===== config.mk =====
export PLATFORM = sky130hd
export DESIGN_NAME = bpt_ram
export DESIGN_NICKNAME = d
export VERILOG_FILES = /design/src/hdl/bpt_ram.sv
export SDC_FILE = /design/constraint.sdc
export NUM_CORES = 1
export LEC_CHECK = 0
export BUFFER_PORTS_ARGS = -buffer_cell sky130_fd_sc_hd__buf_2
export CAP_MARGIN = 20
export CELL_PAD_IN_SITES_DETAIL_PLACEMENT = 1
export CELL_PAD_IN_SITES_GLOBAL_PLACEMENT = 2
export CORE_ASPECT_RATIO = 0.8
export CORE_MARGIN = 4
export CORE_UTILIZATION = 45
export DETAILED_ROUTE_END_ITERATION = 8
export PLACE_DENSITY = 0.82
export SLEW_MARGIN = 20
export SYNTH_ARGS = -nofsm -noshare
export SYNTH_HDL_FRONTEND = slang
export SYNTH_SLANG_ARGS = --single-unit

===== constraint.sdc =====
create_clock -name clk -period 2.1 [get_ports clk]
set_clock_uncertainty 0.05 [all_clocks]
set_input_delay 0.315 -clock clk [delete_from_list [all_inputs] [get_ports clk]]
set_output_delay 0.315 -clock clk [all_outputs]
set_load 0.01 [all_outputs]

===== src/hdl/bpt_ram.sv =====
// Generic single-port-write, registered-read RAM.
`default_nettype none
module bpt_ram #(
  parameter int WIDTH = 8,
  parameter int DEPTH = 64
) (
  input  wire logic                     clk,
  input  wire logic                     we,
  input  wire logic [$clog2(DEPTH)-1:0] waddr,
  input  wire logic [WIDTH-1:0]         wdata,
  input  wire logic [$clog2(DEPTH)-1:0] raddr,
  output logic [WIDTH-1:0]              rdata
);
  logic [WIDTH-1:0] mem [DEPTH];

  always_ff @(posedge clk) begin
    if (we) begin
      mem[waddr] <= wdata;
    end
    rdata <= mem[raddr];
  end
endmodule
`default_nettype wire


# Yosys cells after proc, flatten, opt, wreduce, memory -nomap -nowiden
# Memory sizes are Yosys's and may differ from the RTL's. A register that Yosys moved wholly into a read port is not among the register bits.
# Index checks and enable logic that the tools add are counted.
# word_totals
ff_bits	0
ramBits	512
in_bits	22
out_inout_bits	8
n_memories	1
# op_classes
muxes	2
# mem_list
memory	words	word_bits	rd	rd_clocked_by_memory_dff	write_ports	line	rtl
mem	64	8	1	1	1	14	logic [WIDTH-1:0] mem [DEPTH];
# ops
cell	count
1-bit 2-to-1 mux	2

# Longest topological paths before layout
# depth
depth_word	2
ltp_mapped	9
depth_no_buf	5

# Worst setup path before layout
# Ideal clock, no wire load.
# synth_timing
path_type	input-to-reg
startpoint	input raddr[1]
endpoint	register rdata[3] (read register of mem)
t_arrival_ns	1.855
t_required_ns	1.922
path_slack_ns	0.067
stages	7
path_buffers	3
path_cell_list	buf_4 -> buf_2 -> buf_2 -> mux4_2 -> mux4_2 -> o21ai_1 -> o41ai_1
# synth_lines
item	line	rtl
start, declared	11	input wire logic [$clog2(DEPTH)-1:0] raddr,
end, declared	12	output logic [WIDTH-1:0] rdata

==> results.toml <==
[placement]
place_hpwl_um = 32300
place_area_um2 = 22200
place_ws_ps = -668
port-buffer-count = 29
place.gp.congestion = 0.800

[finish]
mostFrequentLayoutCell = "edfxtp_1"
stdcell_area_um2 = 23800
area_growth_pct = 18.2
nets = 1149
n_antenna_cell = 0
layout_common_cells = "512 x edfxtp_1, 139 x buf_4, 126 x mux4_2"
drive_gt1_share_pct = 34.4

[min_path]
hold_class = "in -> reg"
hp-start = "wdata[3]"
hold_end = "mem[26][3]"
hold_path_depth = 2

[critical_path]
critical_path_class = "reg -> reg"
r2r-start = "mem[3][0]"
reg2reg_depth = 5
cp-start-kind = "register"
arrival_ps = 2440
end_kind = "register"
rrSetupSlack_ps = 90
cp_max_fo = 1
worstReg2RegEnd = "rdata[0]"
cp_data_required_time_ps = 2530

[clock_network]
cts_tree = "done"
clockBufferDepth = 3
cts-htree-levels = 2
cts_setup_buffers = 0
cts-root-buf = "clkbuf_16"
numCtsBuffers = 51
clock_sinks = 520
clk_latency_ps = 580
clkSlewWorstSetupHoldPaths_ps = 70

[synthesis]
synth_area_leaders = "edfxtp_1 76%, mux4_2 14%, nor2_1 1.5%, mux2i_1 1.1%, dfxtp_1 0.79%"
seq_area_frac_synth_pct = 77.0
synth.distinct_cells = 40
synth-edff-count = 512
synth-main-ff-cell = "edfxtp_1"
synth_largest_area_cell = "edfxtp_1"
async_reset_ff_share_pct = 0
synth_top_area_share_pct = 76.2
avgSynthCellArea_um2 = 21.5
synth_nets = 962
synth_warnings = 0
synth_cells = 940
ys_seq_elements = 520
mappedNetlistArea_um2 = 20200

[floorplan]
die-area_um2 = 48300
die_h_um = 197
die_w_um = 245
start_util_pct = 45.4
ioPinCount = 30
rows = 69
coreArea_um2 = 44400

[pwr]
vdd_drop_max_v = 0.000787
finalPower_mw = 21.8
combPwrFrac_pct = 5.7
sw_frac_of_total_pct = 21.1
p_leak_nw = 7.75
powerDensity_nw_per_um2 = 913
power.internal_mw = 17.2
netSwitchingPower_mw = 4.58
seqPwrFrac_pct = 53.0
p_clk_share_pct = 41.3

[global_routing]
antenna_found_initial = 1
grt_max_degree = 65
gr-usage-all-layers_pct = 21.2
overflow = 0
grt_pass1_wl_um = 74900
grt_pass1_vias = 11040

[sta]
hold_violations = 0
max_freq_ghz = 0.498
worstMarginPinSlew_ps = 628
setup_ws_ps = 93.6
min_period_over_period_pct = 95.5
whs_ps = 192
finalCriticalPeriod_ps = 2010
rsz0062_at_grt = "no"
relSlewSlack_pct = 58.2
setup-violations-final = 0
slew_viol_final = 0

[route]
drt_iter0_markers = 1063
routed_wl_um = 50400
ant_nets = 0
drc = 0
via_per_inst = 5.77
drt_pass1_iterations = 5
vias = 10227
routedWlPerCell_um = 28.4

[job]
max_cap_violations = 0

[run_status]
status = "completed"
## Yosys cell counts, types with 4 or more instances
master	count
edfxtp_1	512
mux4_2	126
nor2_1	83
mux2i_1	23
nand2_1	19
clkbuf_1	17
nor2b_1	14
buf_4	13
mux2_2	13
nand3_1	13
buf_2	11
dfxtp_1	8
o221ai_1	8
o22ai_1	8
nand2b_1	7
nor3_1	7
a221oi_1	6
a211oi_1	4
buf_1	4
buf_6	4
## sequential cells by signal (all words and copies together) (netlist names)
signal / cells
rdata: 8
mem: 512
## kinds of logic after synthesis
| logic type | synth area share, % |
|---|---|
| buffers and inverters | 1.57 |
| multiplexers | 15.9 |
| AO/OA/AOI/OAI | 2.07 |
| AND/OR/NAND/NOR | 3.39 |
| flip-flops | 77.0 |
## through the flow
stage          std cells  util [%]  TNS [ps]
2_1_floorplan        940         -         0
3_3_place_gp        1677      50.0     -2820
3_5_place_dp        1677      50.0     -3230
4_1_cts             1773      53.7         0
5_1_grt             1773      53.7         0
6_report            1773      53.7         0
## area by class of cell
type / count / area, um2
Fill cell: 3917 / 20500
Multi-Input combinational cell: 369 / 4330
Tap cell: 603 / 754
Timing Repair Buffer: 185 / 1570
Clock inverter: 33 / 295
Sequential cell: 520 / 15500
Clock buffer: 63 / 1340
## power by group through the flow
stage	Combinational, mW	Clock, mW	Sequential, mW
2_1_floorplan	0.612	0	11.7
3_3_place_gp	1.19	0	11.7
3_5_place_dp	1.23	0	11.8
4_1_cts	1.25	9.13	11.5
5_1_grt	1.32	9.62	11.5
6_report	1.24	8.99	11.5
## how the worst max path moves through the flow
stage / from / slack (ps) / cells past startpoint / endpoint
final: mem[3][0] / 90 / 5 / rdata[0]
after global routing: mem[44][2] / 10 / 5 / rdata[2]
after CTS: mem[47][1] / 70 / 5 / rdata[1]
after detailed placement: raddr[0] / -670 / 7 / rdata[3]
after global placement: raddr[0] / -500 / 7 / rdata[3]
after floorplan: raddr[1] / 70 / 7 / rdata[3]
## worst max-delay path, stage by stage (launching register included)
cell and delay (ps):
edfxtp_1 390, mux4_2 500, mux4_2 480, nor2_1 250, nor3_1 110, o2bb2ai_1 140
## layer usage
metal | wire, um | global-route usage (%)
met2 | 24900 | 34.7
met1 | 21500 | 30.8
met4 | 943 | 4.56
met5 | 0 | 0
met3 | 3060 | 3.34
## what timing repair did
item | 4_1_cts | 5_1_grt
gates resized for setup | 4 | 1
setup endpoints to repair | 2 | 1
hold buffers | 0 | 0
(Power assumes the default switching activity.)
